`src/rtl/rc5_pkg.sv`:
```
// Package with shared types and constants for the RC5-16 block cipher.
`timescale 1ns / 1ps
package rc5_pkg;
  localparam logic [15:0] MAGIC_P = 16'hB7E1;
  localparam logic [15:0] MAGIC_Q = 16'h9E37;
  localparam int MIX_FACTOR = 3;
  localparam logic CFG_KEY_LOW = 1'b0;
  localparam logic CFG_KEY_HIGH = 1'b1;

  typedef struct packed {
    logic        valid;
    logic        mode;
    logic [15:0] a;
    logic [15:0] b;
  } item_t;

  function automatic logic [15:0] rotl16(input logic [15:0] x, input logic [3:0] s);
    logic [31:0] d;
    d = {x, x} << s;
    return d[31:16];
  endfunction

  function automatic logic [15:0] rotr16(input logic [15:0] x, input logic [3:0] s);
    logic [31:0] d;
    d = {x, x} >> s;
    return d[15:0];
  endfunction
endpackage

```
`src/rtl/rc5_key_sched.sv`:
```
// RC5 key expansion: one mixing step per cycle into the subkey table registers.
`timescale 1ns / 1ps
module rc5_key_sched #(
  parameter int ROUNDS = 12,
  parameter int KEY_BYTES = 16
) (
  input  logic                            clk,
  input  logic                            rst,
  input  logic                            start,
  input  logic [63:0]                     key_low,
  input  logic [63:0]                     key_high,
  output logic                            busy,
  output logic [2*(ROUNDS+1)-1:0][15:0]   subkeys
);
  localparam int T = 2 * (ROUNDS + 1);
  localparam int C = ((KEY_BYTES + 1) / 2 > 0) ? (KEY_BYTES + 1) / 2 : 1;
  localparam int N = rc5_pkg::MIX_FACTOR * ((T > C) ? T : C);
  localparam int TW = $clog2(T);
  localparam int CW = (C > 1) ? $clog2(C) : 1;
  localparam int NW = $clog2(N + 1);

  logic [C-1:0][15:0] lw;
  logic [TW-1:0] i;
  logic [CW-1:0] j;
  logic [NW-1:0] cnt;
  logic [15:0] a, b;
  logic [15:0] a_next, b_next, sum_b;
  logic [127:0] key_all;
  logic [C-1:0][15:0] lw_init;

  always_comb begin
    key_all = {key_high, key_low};
    lw_init = '0;
    for (int w = 0; w < C; w++) begin
      if (2 * w < KEY_BYTES) lw_init[w][7:0] = key_all[16*w +: 8];
      if (2 * w + 1 < KEY_BYTES) lw_init[w][15:8] = key_all[16*w+8 +: 8];
    end
    a_next = rc5_pkg::rotl16(subkeys[i] + a + b, 4'd3);
    sum_b = lw[j] + a_next + b;
    b_next = rc5_pkg::rotl16(sum_b, 4'(a_next + b));
  end

  always_ff @(posedge clk) begin
    if (rst || start) begin
      busy <= 1'b1;
      cnt  <= '0;
      i    <= '0;
      j    <= '0;
      a    <= '0;
      b    <= '0;
      lw   <= lw_init;
      for (int k = 0; k < T; k++) begin
        subkeys[k] <= rc5_pkg::MAGIC_P + 16'(k) * rc5_pkg::MAGIC_Q;
      end
    end else if (busy) begin
      subkeys[i] <= a_next;
      lw[j] <= b_next;
      a <= a_next;
      b <= b_next;
      i <= (i == TW'(T - 1)) ? '0 : i + 1'b1;
      j <= (j == CW'(C - 1)) ? '0 : j + 1'b1;
      cnt <= cnt + 1'b1;
      if (cnt == NW'(N - 1)) busy <= 1'b0;
    end
  end
endmodule

```
`config.mk`:
```
export PLATFORM = sky130hd
export DESIGN_NAME = rc5_key_sched
export DESIGN_NICKNAME = d
export VERILOG_FILES = /design/src/rtl/rc5_pkg.sv /design/src/rtl/rc5_key_sched.sv
export SDC_FILE = /design/constraint.sdc
export NUM_CORES = 1
export LEC_CHECK = 0
export BUFFER_PORTS_ARGS = -buffer_cell sky130_fd_sc_hd__buf_2
export CAP_MARGIN = 20
export CELL_PAD_IN_SITES_DETAIL_PLACEMENT = 1
export CELL_PAD_IN_SITES_GLOBAL_PLACEMENT = 1
export CORE_ASPECT_RATIO = 1.5
export CORE_MARGIN = 10
export CORE_UTILIZATION = 40
export CTS_CLUSTER_DIAMETER = 150
export DETAILED_ROUTE_END_ITERATION = 8
export HOLD_SLACK_MARGIN = 0.12
export PLACE_DENSITY_LB_ADDON = 0.2
export SLEW_MARGIN = 20
export SYNTH_ARGS = -nofsm -noshare
export SYNTH_HDL_FRONTEND = slang
export SYNTH_SLANG_ARGS = --single-unit
```
`constraint.sdc`:
```
create_clock -name clk -period 22.7 [get_ports clk]
set_clock_uncertainty 0.2 [all_clocks]
set_input_delay 0 -clock clk [delete_from_list [all_inputs] [get_ports clk]]
set_output_delay 0 -clock clk [all_outputs]
set_load 0.01 [all_outputs]
```
======== After elaboration in Yosys (flattened, before gate mapping) ========
Index checks and enable logic that the tools add are counted.
operators by class
  equal/unequal tests ..................... 3
  shift-type cells ........................ 1
  add/sub/neg operators ................... 8
  multiplexer cells ....................... 16
  order comparisons ....................... 4
  reductions and logical operators ........ 4
operators by type and width
  operator             number
  $bwmux 416           1
  $mux 128             2
  $bwmux 128           1
  $bmux 16 s5          1
  $demux 16 s5         1
  $add 16x16->16       4
  $mux 16              4
  $bmux 16 s3          1
  $demux 16 s3         1
  $shl 32x4->32        1
  $add 7x1->7 const B  1
  $eq 7x7->1 const B   1
  $lt 5x6->1 const B   1
  $add 5x1->5 const B  1
  $eq 5x5->1 const B   1
  $ge 5x1->1 const B   1
  $mux 5               1
  $add 4x4->4          1
  $lt 3x4->1 const B   1
  $add 3x1->3 const B  1
  $eq 3x3->1 const B   1
  $ge 3x1->1 const B   1
  $mux 3               1
  $logic_and 1x1->1    2
  3 further kinds      4
word-level totals
  input bits .............................. 131
  logic and storage cells ................. 76
  output and inout bits ................... 417
  register bits after elaboration ......... 592

======== Depth between registers and ports, before layout ========
  word-level depth ........................ 10
  mapped depth ............................ 37
  gate-level depth less buffers ........... 31

======== Worst setup path before layout ========
Ideal clock, no wire load.
  kind .................................... register to register
  start ................................... reg i[0]
  end ..................................... reg lw[100] (netlist name) (data pin)
  library setup time ...................... 0.269 ns
  arrival ................................. 8.499 ns
  required time ........................... 22.231 ns
  period minus slack after synthesis ...... 8.969 ns
  setup slack ............................. 13.731 ns
  stages on the path, launching flop included .. 36
  path buffers ............................ 6
  path through ............................ dfxtp_1 > buf_2 > buf_2 > buf_1 > buf_2 > mux4_2 > nand2_1 > o221ai_1 > nor2_1 > fa_1 > inv_1 > ha_1 > inv_1 > fa_1 > nor2b_1 > o21a_1 > o21ai_0 > a21oi_1 > nor3_1 > o41ai_1 > xnor2_1 > clkbuf_1 > buf_1 > fa_1 > inv_1 > ha_1 > a211o_1 > a21oi_1 > a21oi_1 > a31o_2 > a311oi_1 > nor3_1 > a21oi_1 > o21ai_0 > mux2i_2 > o21ai_0
between the ends
  longest elaborated chain between the ends .. 10
  elaborated cells on any way between the ends .. 11
  classes of those cells .................. add/sub: 5; shift: 1; mux: 5
ends and longest elaborated chain
  item                               line                 text
  start: declaration                 rc5_key_sched.sv:23  logic [TW-1:0] i;
  start signal: assignment           rc5_key_sched.sv:60  i <= (i == TW'(T - 1)) ? '0 : i + 1'b1;
  $bmux 16 s5 (*)                    rc5_key_sched.sv:38  a_next = rc5_pkg::rotl16(subkeys[i] + a + b, 4'd3);
  $mux 16 (implied by the code) (*)  rc5_key_sched.sv:38
  $add 16x16->16 (*) (2 in a row)    rc5_key_sched.sv:38
  $add 16x16->16 (2 in a row)        rc5_key_sched.sv:39  sum_b = lw[j] + a_next + b;
  $shl 32x4->32 (*)                  rc5_pkg.sv:19        d = {x, x} << s;
  $bwmux 128 (*)                     rc5_key_sched.sv:57  lw[j] <= b_next;
  $mux 128 (*)                       rc5_key_sched.sv:55  end else if (busy) begin
  $mux 128 (*)                       rc5_key_sched.sv:44  if (rst || start) begin
  end signal: assignment             rc5_key_sched.sv:51  lw <= lw_init;
  end signal: indexed assignment     rc5_key_sched.sv:57
  end: declaration                   rc5_key_sched.sv:22  logic [C-1:0][15:0] lw;
Every way passes the cells marked *; elsewhere a longest branch is shown, timed or not. The select of a mux whose other input is x is not followed.
A chain may end at the register's enable or synchronous reset.

======== Worst setup path in the final report ========
  start ................................... reg i[1]
  end ..................................... reg lw[68] (netlist name) (data pin)
between the ends
  longest elaborated chain between the ends .. 10
  elaborated cells on any way between the ends .. 11
  classes of those cells .................. add/sub: 5; shift: 1; mux: 5
ends and longest elaborated chain
  item                               line                 text
  $bmux 16 s5 (*)                    rc5_key_sched.sv:38
  $mux 16 (implied by the code) (*)  rc5_key_sched.sv:38
  $add 16x16->16 (*) (2 in a row)    rc5_key_sched.sv:38
  via a_next[0]                      rc5_key_sched.sv:27  logic [15:0] a_next, b_next, sum_b;
  $add 16x16->16 (2 in a row)        rc5_key_sched.sv:39
  $shl 32x4->32 (*)                  rc5_pkg.sv:19
  $bwmux 128 (*)                     rc5_key_sched.sv:57
  $mux 128 (*)                       rc5_key_sched.sv:55
  $mux 128 (*)                       rc5_key_sched.sv:44
Mark *: on every way through the listed nets, which the timed path passes. The rest lies on a longest branch. The select of a mux whose other input is x is not followed.

==> impl_metrics.env <==
export IMPL_cap_violations=0
export IMPL_wirelength_um=140000
export IMPL_cts_repair_resized=0
export IMPL_drc=0
export IMPL_overflow=0
export IMPL_worstSetupPathType="reg2reg"
export IMPL_worstMarginPinSlew_ns=1.18
export IMPL_max_stage_delay_ns=0.79
export IMPL_r2r_end="lw[68]$_DFFE_PP_"
export IMPL_die_y_um=348
export IMPL_synth_edf_count=128
export IMPL_period_minus_slack_ns=10.52
export IMPL_reg2reg_slack_ns=12.18
export IMPL_core_area_um2=71200
export IMPL_clkSinkCount=592
export IMPL_die_w_um=238
export IMPL_vias=28100
export IMPL_final_layout_size_suffix_gt1_share_pct=23.9
export IMPL_met2_usage_pct=57.7
export IMPL_hpwlAfterDp_um=97900
export IMPL_drtAntennaViolNets=0
export IMPL_slew_headroom_pct=21.5
export IMPL_arrival_ns=10.69
export IMPL_drt_iter0_drc=2234
export IMPL_drtPass1Iterations=5
export IMPL_hold_path_depth=2
export IMPL_cp_max_fo=53
export IMPL_yosysSeqAreaShare_pct=45.9
export IMPL_start_util_pct=40.2
export IMPL_syn_avg_cell_area_um2=9.49
export IMPL_routedWlPerCell_um=30.2
export IMPL_antenna_found_initial=1
export IMPL_place_congestion=0.910
export IMPL_r2r_cells=29
export IMPL_worst_setup_path_end_kind="flop"
export IMPL_design_area_um2=36800
export IMPL_cp_data_required_time_ns=22.87
export IMPL_ys_types=67
export IMPL_clk_path_buf_depth=3
export IMPL_syn_area_um2=28600
export IMPL_fin_setup_tns_ns=0
export IMPL_hold_slack_ns=0.276
export IMPL_crit_path_start_kind="flop"
export IMPL_r2r_start="i[1]$_SDFFE_PP0P_"
export IMPL_die_area_um2=82900
export IMPL_setup_viol=0
export IMPL_fin_crit_sh_pct=46.3
export IMPL_hold_class="reg2reg"
export IMPL_crit_path_top_delay_cell="buf_4"
export IMPL_port_buffers=547
export IMPL_critPathMostFrequentCell="buf_4"
export IMPL_hp_start="subkeys[52]$_SDFFE_PP0P_"
export IMPL_worstSkewPairLatency_ns=0.67
export IMPL_hold_viol=0
export IMPL_hold_buffers=258
export IMPL_synthFlopType="dfxtp_1"
export IMPL_synth_async_reset_ratio_pct=0
export IMPL_grt_max_degree=191
export IMPL_yosys_warnings=0
export IMPL_clockRootBuffer="clkbuf_16"
export IMPL_fin_nets=3892
export IMPL_grt_busiest_layer="met2"
export IMPL_fin_ws_ns=12.18
export IMPL_placementRows=120
export IMPL_cts_setup_buffers=0
export IMPL_final_max_slew_viol_count=0
export IMPL_use_met1_pct=34.5
export IMPL_rsz0062_at_grt="false"
export IMPL_grt_pass1_vias=29500
export IMPL_viasPerCell=6.03
export IMPL_fillers=8068
export IMPL_status="finished, final reports clean"
export IMPL_grt_use_total_pct=32.7
export IMPL_syn_nets=3222
export IMPL_ios=548
export IMPL_gr_usage_met3_pct=6.23
export IMPL_cts_tree="built"
export IMPL_grt_first_pass_wirelength_um=203000
export IMPL_max_freq_mhz=95.0
export IMPL_placed_cell_area_um2=32200
export IMPL_syn_inst=3018
export IMPL_holdPathEnd="subkeys[52]$_SDFFE_PP0P_"
export IMPL_numCtsBuffers=59
export IMPL_ys_ff_latch=592
export IMPL_place_ws_ns=12.38
export IMPL_synthToLayoutAreaGrowth_pct=28.5
export IMPL_clk_pin_slew_worst_paths_ns=0.06
export IMPL_htreeDepth=2
cells in the final DEF, fill, tap and decap left out, drive strengths merged, types with 102 or more instances in the layout:
cell type / count
buf: 611
nor2: 487
dfxtp: 464
nand2: 383
a21oi: 269
dlygate4sd3: 258
o211ai: 212
edfxtp: 128
mux4: 113
o21ai: 102
flip-flops by register name (all words and copies together) (netlist names):
| name | cells |
|---|---|
| cnt | 7 |
| lw | 128 |
| a | 16 |
| j | 3 |
| busy | 1 |
| i | 5 |
| b | 16 |
| subkeys | 416 |
layer usage:
layer / share of wire [%] / wire (um)
met4: 8.2 / 11500
met3: 7.1 / 9910
met5: 0 / 0
met2: 50 / 70200
met1: 35 / 48800
synthesized netlist by cell type, types with 24 or more instances:
| master | count | share of area [%] |
|---|---|---|
| nor2_1 | 487 | 6.4 |
| dfxtp_1 | 464 | 32 |
| nand2_1 | 383 | 5.0 |
| a21oi_1 | 269 | 4.7 |
| clkbuf_1 | 219 | 2.9 |
| o211ai_1 | 212 | 5.6 |
| edfxtp_1 | 128 | 13 |
| mux4_2 | 113 | 8.9 |
| o21ai_0 | 98 | 1.7 |
| mux2i_1 | 72 | 2.5 |
| inv_1 | 59 | 0.77 |
| a22o_1 | 57 | 1.7 |
| ha_1 | 40 | 1.7 |
| nand3_1 | 34 | 0.59 |
| fa_1 | 33 | 2.3 |
| buf_1 | 28 | 0.37 |
| a22oi_1 | 24 | 0.63 |
| mux2_2 | 24 | 0.94 |
cell type report:
class | count | area, um^2 | area share, %
timing repair buffer | 869 | 5840 | 15.9
clock inverter | 25 | 198 | 0.537
multi-input combinational | 2103 | 14500 | 39.4
sequential | 592 | 13100 | 35.7
tap | 915 | 1140 | 3.11
clock buffer | 82 | 1730 | 4.69
inverter | 63 | 236 | 0.643
antenna | 1 | 2.50 | 0.00680
stage by stage:
stage / utilization [%] / cells
after floorplan: - / 3018
after global placement: 45.2 / 4282
after detailed placement: 45.2 / 4283
after CTS: 51.6 / 4648
after global routing: 51.7 / 4650
final: 51.7 / 4650
critical path, delay by kind of cell (launching register included):
kind | cells | cell delay [ns]
AO/OA/AOI/OAI | 9 | 2.20
XOR/XNOR | 1 | 0.15
adder cells (fa/ha/maj) | 4 | 1.89
buffers and inverters | 7 | 2.78
flip-flops | 1 | 0.34
multiplexers | 3 | 1.46
AND/OR/NAND/NOR | 5 | 0.99
cell families (layout without fill, tap and decap cells):
family	count (synthesis)	count (layout)	share of synthesized area (%)
buffers and inverters	323	1039	4.29
and+or+nand+nor	980	980	13.6
other	0	1	0
xor gates and xnor gates	39	39	1.19
adders and majority gates	73	73	4.06
AOI/OAI and AO/OA	800	800	18.5
DFF	592	592	45.9
muxes	211	211	12.4
how the worst max path moves through the flow:
stage	depth (start not counted)	slack [ns]	to	from
detailed placement	32	12.38	lw[20]$_DFFE_PP_	i[1]$_SDFFE_PP0P_
CTS	32	12.34	lw[20]$_DFFE_PP_	i[1]$_SDFFE_PP0P_
global route	32	11.79	lw[68]$_DFFE_PP_	i[1]$_SDFFE_PP0P_
global placement	29	12.69	lw[68]$_DFFE_PP_	i[1]$_SDFFE_PP0P_
floorplan	35	13.73	lw[100]$_DFFE_PP_	i[0]$_SDFFE_PP0P_
finish	29	12.18	lw[68]$_DFFE_PP_	i[1]$_SDFFE_PP0P_
Power is not shown: default switching activity piles up to over one toggle a cycle in this logic, so the estimate is an artifact.
