==> src/rtl/rc5_pkg.sv <==
// Package with shared types and constants for the RC5-16 block cipher.
`timescale 1ns / 1ps
package rc5_pkg;
  localparam logic [15:0] MAGIC_P = 16'hB7E1;
  localparam logic [15:0] MAGIC_Q = 16'h9E37;
  localparam int MIX_FACTOR = 3;
  localparam logic CFG_KEY_LOW = 1'b0;
  localparam logic CFG_KEY_HIGH = 1'b1;

  typedef struct packed {
    logic        valid;
    logic        mode;
    logic [15:0] a;
    logic [15:0] b;
  } item_t;

  function automatic logic [15:0] rotl16(input logic [15:0] x, input logic [3:0] s);
    logic [31:0] d;
    d = {x, x} << s;
    return d[31:16];
  endfunction

  function automatic logic [15:0] rotr16(input logic [15:0] x, input logic [3:0] s);
    logic [31:0] d;
    d = {x, x} >> s;
    return d[15:0];
  endfunction
endpackage

==> src/rtl/rc5_round_cell.sv <==
// One round cell of the RC5 chain: a registered half-round pair in either direction.
`timescale 1ns / 1ps
module rc5_round_cell (
  input  logic            clk,
  input  logic            rst,
  input  logic            advance,
  input  rc5_pkg::item_t  item_in,
  input  logic [15:0]     key_even,
  input  logic [15:0]     key_odd,
  output rc5_pkg::item_t  item_out
);
  rc5_pkg::item_t item_next;
  logic [15:0] ea, eb, db, da;

  always_comb begin
    ea = rc5_pkg::rotl16(item_in.a ^ item_in.b, item_in.b[3:0]) + key_even;
    eb = rc5_pkg::rotl16(item_in.b ^ ea, ea[3:0]) + key_odd;
    db = rc5_pkg::rotr16(item_in.b - key_odd, item_in.a[3:0]) ^ item_in.a;
    da = rc5_pkg::rotr16(item_in.a - key_even, db[3:0]) ^ db;
    item_next = item_in;
    if (item_in.mode) begin
      item_next.a = da;
      item_next.b = db;
    end else begin
      item_next.a = ea;
      item_next.b = eb;
    end
  end

  always_ff @(posedge clk) begin
    if (rst) begin
      item_out.valid <= 1'b0;
    end else if (advance) begin
      item_out.valid <= item_in.valid;
    end
    if (advance) begin
      item_out.mode <= item_next.mode;
      item_out.a    <= item_next.a;
      item_out.b    <= item_next.b;
    end
  end
endmodule

==> config.mk <==
export PLATFORM = sky130hd
export DESIGN_NAME = rc5_round_cell
export DESIGN_NICKNAME = d
export VERILOG_FILES = /design/src/rtl/rc5_pkg.sv /design/src/rtl/rc5_round_cell.sv
export SDC_FILE = /design/constraint.sdc
export NUM_CORES = 1
export LEC_CHECK = 0
export ABC_CLOCK_PERIOD_IN_PS = 10600
export BUFFER_PORTS_ARGS = -buffer_cell sky130_fd_sc_hd__buf_2
export CORE_MARGIN = 4
export CORE_UTILIZATION = 50
export CTS_BUF_LIST = sky130_fd_sc_hd__clkbuf_4 sky130_fd_sc_hd__clkbuf_8 sky130_fd_sc_hd__clkbuf_16
export CTS_CLUSTER_DIAMETER = 200
export CTS_CLUSTER_SIZE = 24
export DETAILED_ROUTE_END_ITERATION = 10
export GPL_TIMING_DRIVEN = 0
export PLACE_DENSITY = 0.81
export SYNTH_ARGS = -nofsm -noshare
export SYNTH_HDL_FRONTEND = slang
export SYNTH_SLANG_ARGS = --single-unit
==> constraint.sdc <==
create_clock -name clk -period 10.6 [get_ports clk]
set_input_delay 1.06 -clock clk [delete_from_list [all_inputs] [get_ports clk]]
set_output_delay 1.06 -clock clk [all_outputs]
set_load 0.01 [all_outputs]
Word level (Yosys, flattened, before mapping)
Index checks and enable logic that the tools add are counted.

storage, ports and cells
  register bits after elaboration = 34
  word-level logic and storage cells = 17

operators by class
  $add $sub $neg = 4
  shift operators = 4
  mux-type cells = 1
  bitwise logic cells = 4

operator list
  kind                                            count
  32-bit by 4-bit << shifter with 32-bit output   2
  32-bit by 4-bit right shift with 16-bit output  2
  16-bit XOR                                      4
  16-bit adder                                    2
  32-bit 2-to-1 mux                               1
  16-bit subtractor                               2

Depth between registers and ports, before layout
Gate-level depths: netlist of the first run.

  depth in word-level cells = 7
  gate-level depth with buffers = 37
  mapped depth without buffers = 35

Worst setup path after synthesis of the first run
No wires, ideal clock.

  kind = in2reg
  from = input item_in[17] (netlist bit)
  to = register item_out[14] (netlist bit) (data pin)
  arrival time = 7.503 ns
  required time = 10.332 ns
  setup slack = 2.828 ns
  stages on the path = 33
  path through = clkbuf_1 -> clkbuf_1 -> clkbuf_1 -> mux2i_1 -> mux2i_1 -> inv_1 -> mux4_2 -> ha_1 -> or3_1 -> a211oi_1 -> o31a_1 -> a31oi_1 -> xnor3_1 -> mux2_2 -> nand2_1 -> o21a_1 -> mux2i_1 -> nand2_1 -> o21ai_0 -> ha_1 -> fa_1 -> a21o_1 -> a21oi_1 -> o21bai_1 -> a21oi_1 -> o21bai_1 -> a21oi_1 -> o21ai_0 -> a21oi_1 -> o21ai_0 -> a31oi_1 -> xor2_1 -> o21ai_0

RTL lines
  what                line                  text
  start: declaration  rc5_round_cell.sv:7   input rc5_pkg::item_t item_in,
  end: declaration    rc5_round_cell.sv:10  output rc5_pkg::item_t item_out

==> impl_metrics.ini, run 1 <==
[pwr]
switchingPower_mw = 1.10
seq_power_share = 0.114
ir_drop_v = 0.000124
p_per_area_mw_per_mm2 = 205
cell_internal_pwr_mw = 1.01
switching_share = 0.523
pwr-share-comb = 0.805
leakage_nw = 4.49
p_clk_frac = 0.082

[timing]
finalSetupTns_ps = 0
clock.fmax_mhz = 104
final-setup-viol-count = 0
slew_violations = 0
rsz0062_at_grt = no
skew_ps = 0
tightest_slew_ps = 1410
finalCriticalPeriod_ps = 9640
fin_crit_sh = 0.909
relSlewSlack = 0.0509
hold_viol = 0

[synthesis]
ys.warnings.count = 0
ys_seq_elements = 34
netlist_area_mm2 = 0.00935
synthCells = 1205
yosysSeqAreaShare = 0.108
syn_avg_cell_area_um2 = 7.76
synth_nets = 1342
synth-async-reset-ratio = 0
yosysUniqueCellTypes = 95
yosys_most_used_dff = edfxtp_1
synth_edf_count = 33

[grt]
met1_usage = 0.440
grt_max_degree = 35
grt_overflow = 0
grt_usage = 0.324
grtUsageMet2 = 0.503
antenna_found_initial = 1
grt_pass1_wl_um = 52600
grt_pass1_vias = 9325
met3_usage = 0.0595
grt.busiest_layer = met2

[clocking]
cts_sinks = 34
cts_resized = 0
cts_hold_buf = 0
clk_pin_slew_ps = 50
cts-root-buf = clkbuf_16
htreeDepth = 2
post-cts-setup-buffers = 0
clockBufferDepth = 2
clk_latency_ps = 270
tritoncts = yes
cts_made_buffers = 5

[die]
core_mm2 = 0.0181
start_util = 0.515
rows = 49
dieArea_mm2 = 0.0209
fp.dieH_um = 145
die_x_um = 145
ioPinCount = 103

[finish]
n_antenna_cell = 0
stdcell_area_mm2 = 0.0103
fin_nets = 1450
area_growth_syn_to_layout_pct = 10.4
largestRegisters = item_out (34)
largest_reg_flops = 34
regMostFlops = item_out
drive_gt1_frac = 0.151

[critical_path]
path_class = in2reg
cp-end-kind = register
crit_required_ps = 10610
r2r_setup_slack_ps = 10010
critPathLaunchType = input port
r2r_start = item_out[33]
crit_buf_inv = 5
crit_arrival_ps = 9650
cp_slowest_cell = a311oi_1
r2r_end = item_out[33]
critPathMaxFanout = 10
crit_family = compound AO/OA/AOI/OAI gates
rr_worst_depth = 2
max_stage_delay_ps = 850

[place]
port_buffers = 101
hpwlAfterDp_um = 29200
placed_area_mm2 = 0.0101
place_congestion = 1.03

[routing]
drt_iter0_markers = 1305
first_pass_iters = 6
detail_route.wl_per_cell_um = 22.7
vias_per_cell = 6.74
ant_nets = 0
drt-total-wl_um = 35000
num_vias = 10400
drcViolationCount = 0

[hold_path]
holdCritStartpoint = item_out[33]
worstHoldPathType = reg2reg
holdPathEnd = item_out[33]
hold_depth = 2

[status]
outcome = complete, no violations

[run]
maxCapViolCount = 0
-- placed cells by master, fill, tap and decap left out, types with 10 or more instances in the layout --
master      n
buf_2     112
nand2_1   109
nor2_1    101
mux2i_1    83
a21oi_1    75
o21ai_0    69
ha_1       64
inv_1      55
xnor2_1    54
clkbuf_1   44
xor2_1     35
nor3_1     34
edfxtp_1   33
a21o_1     32
mux4_2     23
a211oi_1   22
nand3_1    22
mux2_2     20
and3_1     17
and2_1     16
nand4_1    15
or3_1      15
a211o_1    13
o211ai_1   13
a31oi_1    12
nand3b_1   11
o21a_1     11
a221o_1    11
o31ai_1    10
-- worst max path at each step --
| stage | from | to | slack (ps) | cells past startpoint |
|---|---|---|---|---|
| floorplan | item_in[17] | item_out[14] | 2830 | 33 |
| global placement | item_in[17] | item_out[15] | 980 | 33 |
| detailed placement | item_in[17] | item_out[14] | 1000 | 35 |
| CTS | item_in[16] | item_out[14] | 1230 | 37 |
| global route | item_in[16] | item_out[14] | 310 | 37 |
| finish | item_in[16] | item_out[14] | 960 | 37 |
-- cells in the mapped netlist, types with 12 or more instances --
cell type  instances  share of area
a21oi_1           75          0.040
mux2_2            20          0.024
mux4_2            23          0.055
nand3_1           22          0.012
nor2_1           101          0.041
mux2i_1           83          0.089
and2_1            16          0.011
clkbuf_1          44          0.018
xnor2_1           54          0.051
or3_1             15          0.010
a21o_1            32          0.026
a211o_1           13          0.012
ha_1              64          0.086
o211ai_1          13          0.010
xor2_1            35          0.033
edfxtp_1          33           0.11
nand2_1          109          0.044
o21ai_0           69          0.037
inv_1             55          0.022
nor3_1            34          0.018
nand4_1           15          0.010
and3_1            17          0.011
a211oi_1          22          0.018
a31oi_1           12         0.0080
-- cell families after synthesis --
group	synth area share
AOI/OAI and AO/OA	0.283
buffers and inverters	0.0505
adders and majority gates	0.0943
muxes	0.170
DFF	0.108
and+or+nand+nor	0.203
xor gates and xnor gates	0.0917
-- through the flow --
step | instances | power [mW] | setup WS (ps) | utilization | hold slack [ps]
final | 1543 | 2.11 | 962 | 0.568 | 499
after global routing | 1543 | 2.26 | 308 | 0.568 | 524
after CTS | 1543 | 2.06 | 1230 | 0.568 | 510
after detailed placement | 1535 | 1.88 | 1000 | 0.559 | 499
after global placement | 1535 | 1.86 | 978 | 0.559 | 473
after floorplan | 1205 | 1.43 | 2830 | - | 528
-- worst reg2reg max path, cell delays in order, from the launching register on --
cell and delay [ps]:
dfxtp_1 300, mux2i_1 130, nor2_1 50
-- per-layer routing --
metal / routed length [um] / share of wire
met1: 13900 / 0.40
met2: 15000 / 0.43
met3: 4090 / 0.12
met4: 2030 / 0.058
met5: 13 / 0.00037
-- power by group through the flow --
stage / Combinational [mW] / Sequential [mW] / Clock [mW]
2_1_floorplan: 1.16 / 0.270 / 0
3_3_place_gp: 1.62 / 0.240 / 0
3_5_place_dp: 1.64 / 0.241 / 0
4_1_cts: 1.65 / 0.239 / 0.173
5_1_grt: 1.83 / 0.244 / 0.179
6_report: 1.70 / 0.240 / 0.173
-- final cells by class --
type	count	area, um^2
fillers	1741	7830
well taps	229	287
multi-input cells	1050	7860
flip-flops and latches	34	1010
inverters	59	221
clock buffers	7	146
plain buffers	62	250
clock inverters	1	30.0
repair buffers	101	505
Power figures use the tool's default switching activity.
==> run 2: changes to the inputs <==
--- a/config.mk
+++ b/config.mk
@@ -5,7 +5,7 @@
 export SDC_FILE = /design/constraint.sdc
 export NUM_CORES = 1
 export LEC_CHECK = 0
-export ABC_CLOCK_PERIOD_IN_PS = 10600
+export ABC_CLOCK_PERIOD_IN_PS = 9000
 export BUFFER_PORTS_ARGS = -buffer_cell sky130_fd_sc_hd__buf_2
 export CORE_MARGIN = 4
 export CORE_UTILIZATION = 50
==> constraint.sdc (replaced) <==
create_clock -name clk -period 9 [get_ports clk]
set_input_delay 0.9 -clock clk [delete_from_list [all_inputs] [get_ports clk]]
set_output_delay 0.9 -clock clk [all_outputs]
set_load 0.01 [all_outputs]
==> run 2 against run 1 <==
Sequential power up 18%. Highest routed layer unchanged. Combinational power increased by 19%. Non-clock buffer count did not move. Wire length is essentially flat. First-iteration DRC count shrank 2.0%. Global-route usage hardly changed. Largest cell class unchanged.
==> impl_metrics.ini, run 2 (synthesized netlist as in run 1, its figures left out) <==
[routing]
drt_iter0_markers = 1279
drcViolationCount = 0
drt-total-wl_um = 34900
vias_per_cell = 6.77
detail_route.wl_per_cell_um = 22.6
first_pass_iters = 6
ant_nets = 0
num_vias = 10400

[die]
die_x_um = 145
start_util = 0.515
rows = 49
ioPinCount = 103
core_mm2 = 0.0181
fp.dieH_um = 145
dieArea_mm2 = 0.0209

[critical_path]
max_stage_delay_ps = 490
critPathLaunchType = input port
r2r_setup_slack_ps = 8410
cp-end-kind = register
r2r_start = item_out[33]
r2r_end = item_out[33]
path_class = in2reg
critPathMaxFanout = 12
rr_worst_depth = 2
crit_arrival_ps = 8470
crit_required_ps = 9010
cp_common_cell = a21oi_1
cp_slowest_cell = o311ai_0

[pwr]
total_power_mw = 2.50
p_per_area_mw_per_mm2 = 241
ir_drop_v = 0.000149
leakage_nw = 4.53

[clocking]
clockBufferDepth = 2
clk_pin_slew_ps = 50
tritoncts = yes
clk_latency_ps = 270
cts_sinks = 34
cts-root-buf = clkbuf_16
cts_made_buffers = 5
htreeDepth = 2

[grt]
grt_pass1_wl_um = 52600
antenna_found_initial = 1
grt_overflow = 0
grt_usage = 0.324
grt_pass1_vias = 9322
grt_max_degree = 35

[hold_path]
hold_depth = 2
holdPathEnd = item_out[33]
worstHoldPathType = reg2reg
holdCritStartpoint = item_out[33]

[place]
place_inst = 1535
dp_slack_ps = -440
port_buffers = 101
place_congestion = 1.03
hpwlAfterDp_um = 29200
placed_area_mm2 = 0.0101

[timing]
rsz0062_at_grt = no
fin_ws_ps = 535
holdWs_ps = 499
tightest_slew_ps = 1080
clock.fmax_mhz = 118
finalCriticalPeriod_ps = 8470
slew_violations = 0
relSlewSlack = 0.280
finalSetupTns_ps = 0
hold_viol = 0
skew_ps = 0
final-setup-viol-count = 0
fin_crit_sh = 0.941

[finish]
drive_gt1_frac = 0.161
final_cell_mix = 112 x buf_2, 109 x nand2_1, 101 x nor2_1, 83 x mux2i_1, 75 x a21oi_1
largestRegisters = item_out (34)
area_growth_syn_to_layout_pct = 10.8
fill_cells = 1733
largest_reg_flops = 34
fin_nets = 1450
fin_util = 0.571
final_common_cell = buf_2
regMostFlops = item_out
instances_no_fill = 1543
stdcell_area_mm2 = 0.0104
n_antenna_cell = 0

[run]
maxCapViolCount = 0

[status]
outcome = complete, no violations
-- run 2: what timing repair did --
item | CTS | global route
resized for setup | 2 | 15
buffers inserted | 0 | 2
hold buffers | 0 | 0
endpoints found under the setup margin | 3 | 7
pin swaps | 0 | 1
-- run 2: how the worst max path moves through the flow --
stage,end,startpoint,cells after the start,slack (ps)
after detailed placement,item_out[14],item_in[17],35,-440
after global placement,item_out[15],item_in[17],33,-460
after global routing,item_out[14],item_in[17],34,20
final,item_out[14],item_in[17],34,530
after CTS,item_out[15],item_in[17],33,30
after floorplan,item_out[14],item_in[17],33,1390
-- run 2: layer usage --
metal,vias up,part of all wire,GRT usage
met5,-,0.00037,0
met4,2,0.055,0.146
met3,112,0.12,0.0595
met2,659,0.43,0.503
met1,4870,0.40,0.440
li1,4800,-,-
-- run 2: worst max-delay path: cells and delay by family --
family / cells / cell delay (ps)
compound gates: 16 / 2940
mux: 6 / 1450
buf+inv: 4 / 1070
fa+ha+maj: 3 / 1040
xor+xnor: 3 / 830
simple gates: 2 / 190
-- run 2: area by class of cell --
class	instances	area (um^2)	share of cell area
multi-input cells	1050	7890	0.762
flip-flops and latches	34	1010	0.0976
repair buffers	103	520	0.0503
well taps	229	287	0.0277
plain buffers	60	250	0.0242
inverters	59	225	0.0217
clock buffers	7	146	0.0141
clock inverters	1	30.0	0.00290
-- run 2: power by group --
part,switching (mW),leakage [nW],internal (mW)
Clock,0.0615,0.0875,0.141
Combinational,1.23,4.11,0.789
Sequential,0.0158,0.331,0.266
Total,1.30,4.53,1.20
==> run 3: changes to the inputs <==
--- a/config.mk
+++ b/config.mk
@@ -7,14 +7,15 @@
 export LEC_CHECK = 0
 export ABC_CLOCK_PERIOD_IN_PS = 9000
 export BUFFER_PORTS_ARGS = -buffer_cell sky130_fd_sc_hd__buf_2
+export CAP_MARGIN = 20
 export CORE_MARGIN = 4
-export CORE_UTILIZATION = 50
+export CORE_UTILIZATION = 35
 export CTS_BUF_LIST = sky130_fd_sc_hd__clkbuf_4 sky130_fd_sc_hd__clkbuf_8 sky130_fd_sc_hd__clkbuf_16
 export CTS_CLUSTER_DIAMETER = 200
 export CTS_CLUSTER_SIZE = 24
 export DETAILED_ROUTE_END_ITERATION = 10
 export GPL_TIMING_DRIVEN = 0
-export PLACE_DENSITY = 0.81
+export PLACE_DENSITY = 0.63
 export SYNTH_ARGS = -nofsm -noshare
 export SYNTH_HDL_FRONTEND = slang
 export SYNTH_SLANG_ARGS = --single-unit
==> run 3 against run 2 <==
Fmax fell by 0.12%. Sequential share of layout area fell by 0.083 points. Sequential power barely moved. Total power fell by 1.9%. Critical endpoint unchanged.
==> impl_metrics.ini, run 3 (synthesized netlist as in run 1, its figures left out) <==
[clocking]
cts_sinks = 34
clk_latency_ps = 270
clk_pin_slew_ps = 50
htreeDepth = 2
tritoncts = yes
cts_made_buffers = 5
clockBufferDepth = 2
cts-root-buf = clkbuf_16
cts_hold_buf = 0

[finish]
final_cell_mix = 112 x buf_2, 109 x nand2_1, 101 x nor2_1, 83 x mux2i_1, 75 x a21oi_1
fin_util = 0.400
instances_no_fill = 1648
final_common_cell = buf_2
drive_gt1_frac = 0.159
largest_reg_flops = 34
largestRegisters = item_out (34)
regMostFlops = item_out
n_antenna_cell = 0
fin_nets = 1449
fill_cells = 2737
area_growth_syn_to_layout_pct = 11.8

[timing]
slew_violations = 0
hold_viol = 0
rsz0062_at_grt = no
fin_crit_sh = 0.942
relSlewSlack = 0.319
fin_ws_ps = 524
finalCriticalPeriod_ps = 8480
final-setup-viol-count = 0
clock.fmax_mhz = 118
tightest_slew_ps = 1020
skew_ps = 0
holdWs_ps = 484

[routing]
m1WireLength_um = 15600
highest_layer = met4
wl_met2_um = 16500
drt_iter0_markers = 1273
detail_route.wl_per_cell_um = 22.4
met3_wirelength_um = 3230
ant_nets = 0
drcViolationCount = 0
drt-total-wl_um = 37000
vias_per_cell = 6.23
num_vias = 10300
first_pass_iters = 6

[critical_path]
critPathMaxFanout = 10
r2r_setup_slack_ps = 8430
max_stage_delay_ps = 470
crit_arrival_ps = 8480
rr_worst_depth = 2
cp-end-kind = register
cp_common_cell = o21ai_0
critPathLaunchType = input port
path_class = in2reg
crit_required_ps = 9000
r2r_end = item_out[33]
r2r_start = item_out[33]
cp_slowest_cell = clkbuf_1

[place]
dp_slack_ps = -496
port_buffers = 101
hpwlAfterDp_um = 31300
place_inst = 1642
place_congestion = 0.983

[pwr]
p_per_area_mw_per_mm2 = 235
total_power_mw = 2.45
leakage_nw = 4.51
ir_drop_v = 0.000122

[hold_path]
hold_depth = 2
holdCritStartpoint = item_out[33]
holdPathEnd = item_out[33]
worstHoldPathType = reg2reg

[grt]
grt_pass1_vias = 9680
grt_usage = 0.244
grt_max_degree = 35
grt_overflow = 0
grt_pass1_wl_um = 56300
antenna_found_initial = 0

[die]
die_x_um = 171
core_mm2 = 0.0261
rows = 59
dieArea_mm2 = 0.0294
fp.dieH_um = 171
start_util = 0.358
ioPinCount = 103

[run]
maxCapViolCount = 0

[status]
outcome = complete, no violations
[run 3: stage by stage]
| step | setup TNS (ps) | area, um^2 |
|---|---|---|
| global placement | -898 | 10300 |
| floorplan | 0 | 9350 |
| finish | 0 | 10400 |
| detailed placement | -1450 | 10300 |
| CTS | 0 | 10400 |
| global route | 0 | 10400 |
[run 3: layout make-up]
cell class / instances / area [um^2] / share of cell area
well taps: 335 / 419 / 0.0401
repair buffers: 103 / 524 / 0.0502
flip-flops and latches: 34 / 1010 / 0.0968
clock buffers: 6 / 133 / 0.0127
inverters: 59 / 221 / 0.0212
clock inverters: 2 / 8.76 / 0.000839
multi-input cells: 1050 / 7880 / 0.755
plain buffers: 59 / 246 / 0.0236
[run 3: worst max-delay path: cells and delay by family]
kind	cells	cell delay, ps
fa+ha+maj	4	1350
xor+xnor	2	340
mux	5	1020
simple gates	3	390
compound gates	18	3330
buf+inv	4	1140
[run 3: layer usage]
metal / global-route usage / vias up
li1: - / 4800
met4: 0.0947 / 0
met1: 0.338 / 4824
met3: 0.0347 / 96
met5: 0 / -
met2: 0.386 / 542
[run 3: power by group]
group          total (mW)  switching (mW)  internal, mW
sequential          0.282          0.0159         0.266
combinational        2.01            1.22         0.789
clock               0.162          0.0583         0.104
[run 3: how the worst max path moves through the flow]
stage / to / from / slack, ps
after floorplan: item_out[14] / item_in[17] / 1390
after global placement: item_out[14] / item_in[16] / -360
after detailed placement: item_out[14] / item_in[16] / -500
after CTS: item_out[14] / item_in[16] / 70
after global routing: item_out[14] / item_in[1] / 50
final: item_out[14] / item_in[1] / 520
[run 3: timing repair]
item                                    4_1_cts  5_1_grt
setup buffers                                 0        1
gates resized for setup                       2       12
pin swaps                                     0        1
endpoints found under the hold margin         0        0
cloned                                        0        0
endpoints found under the setup margin        3        8
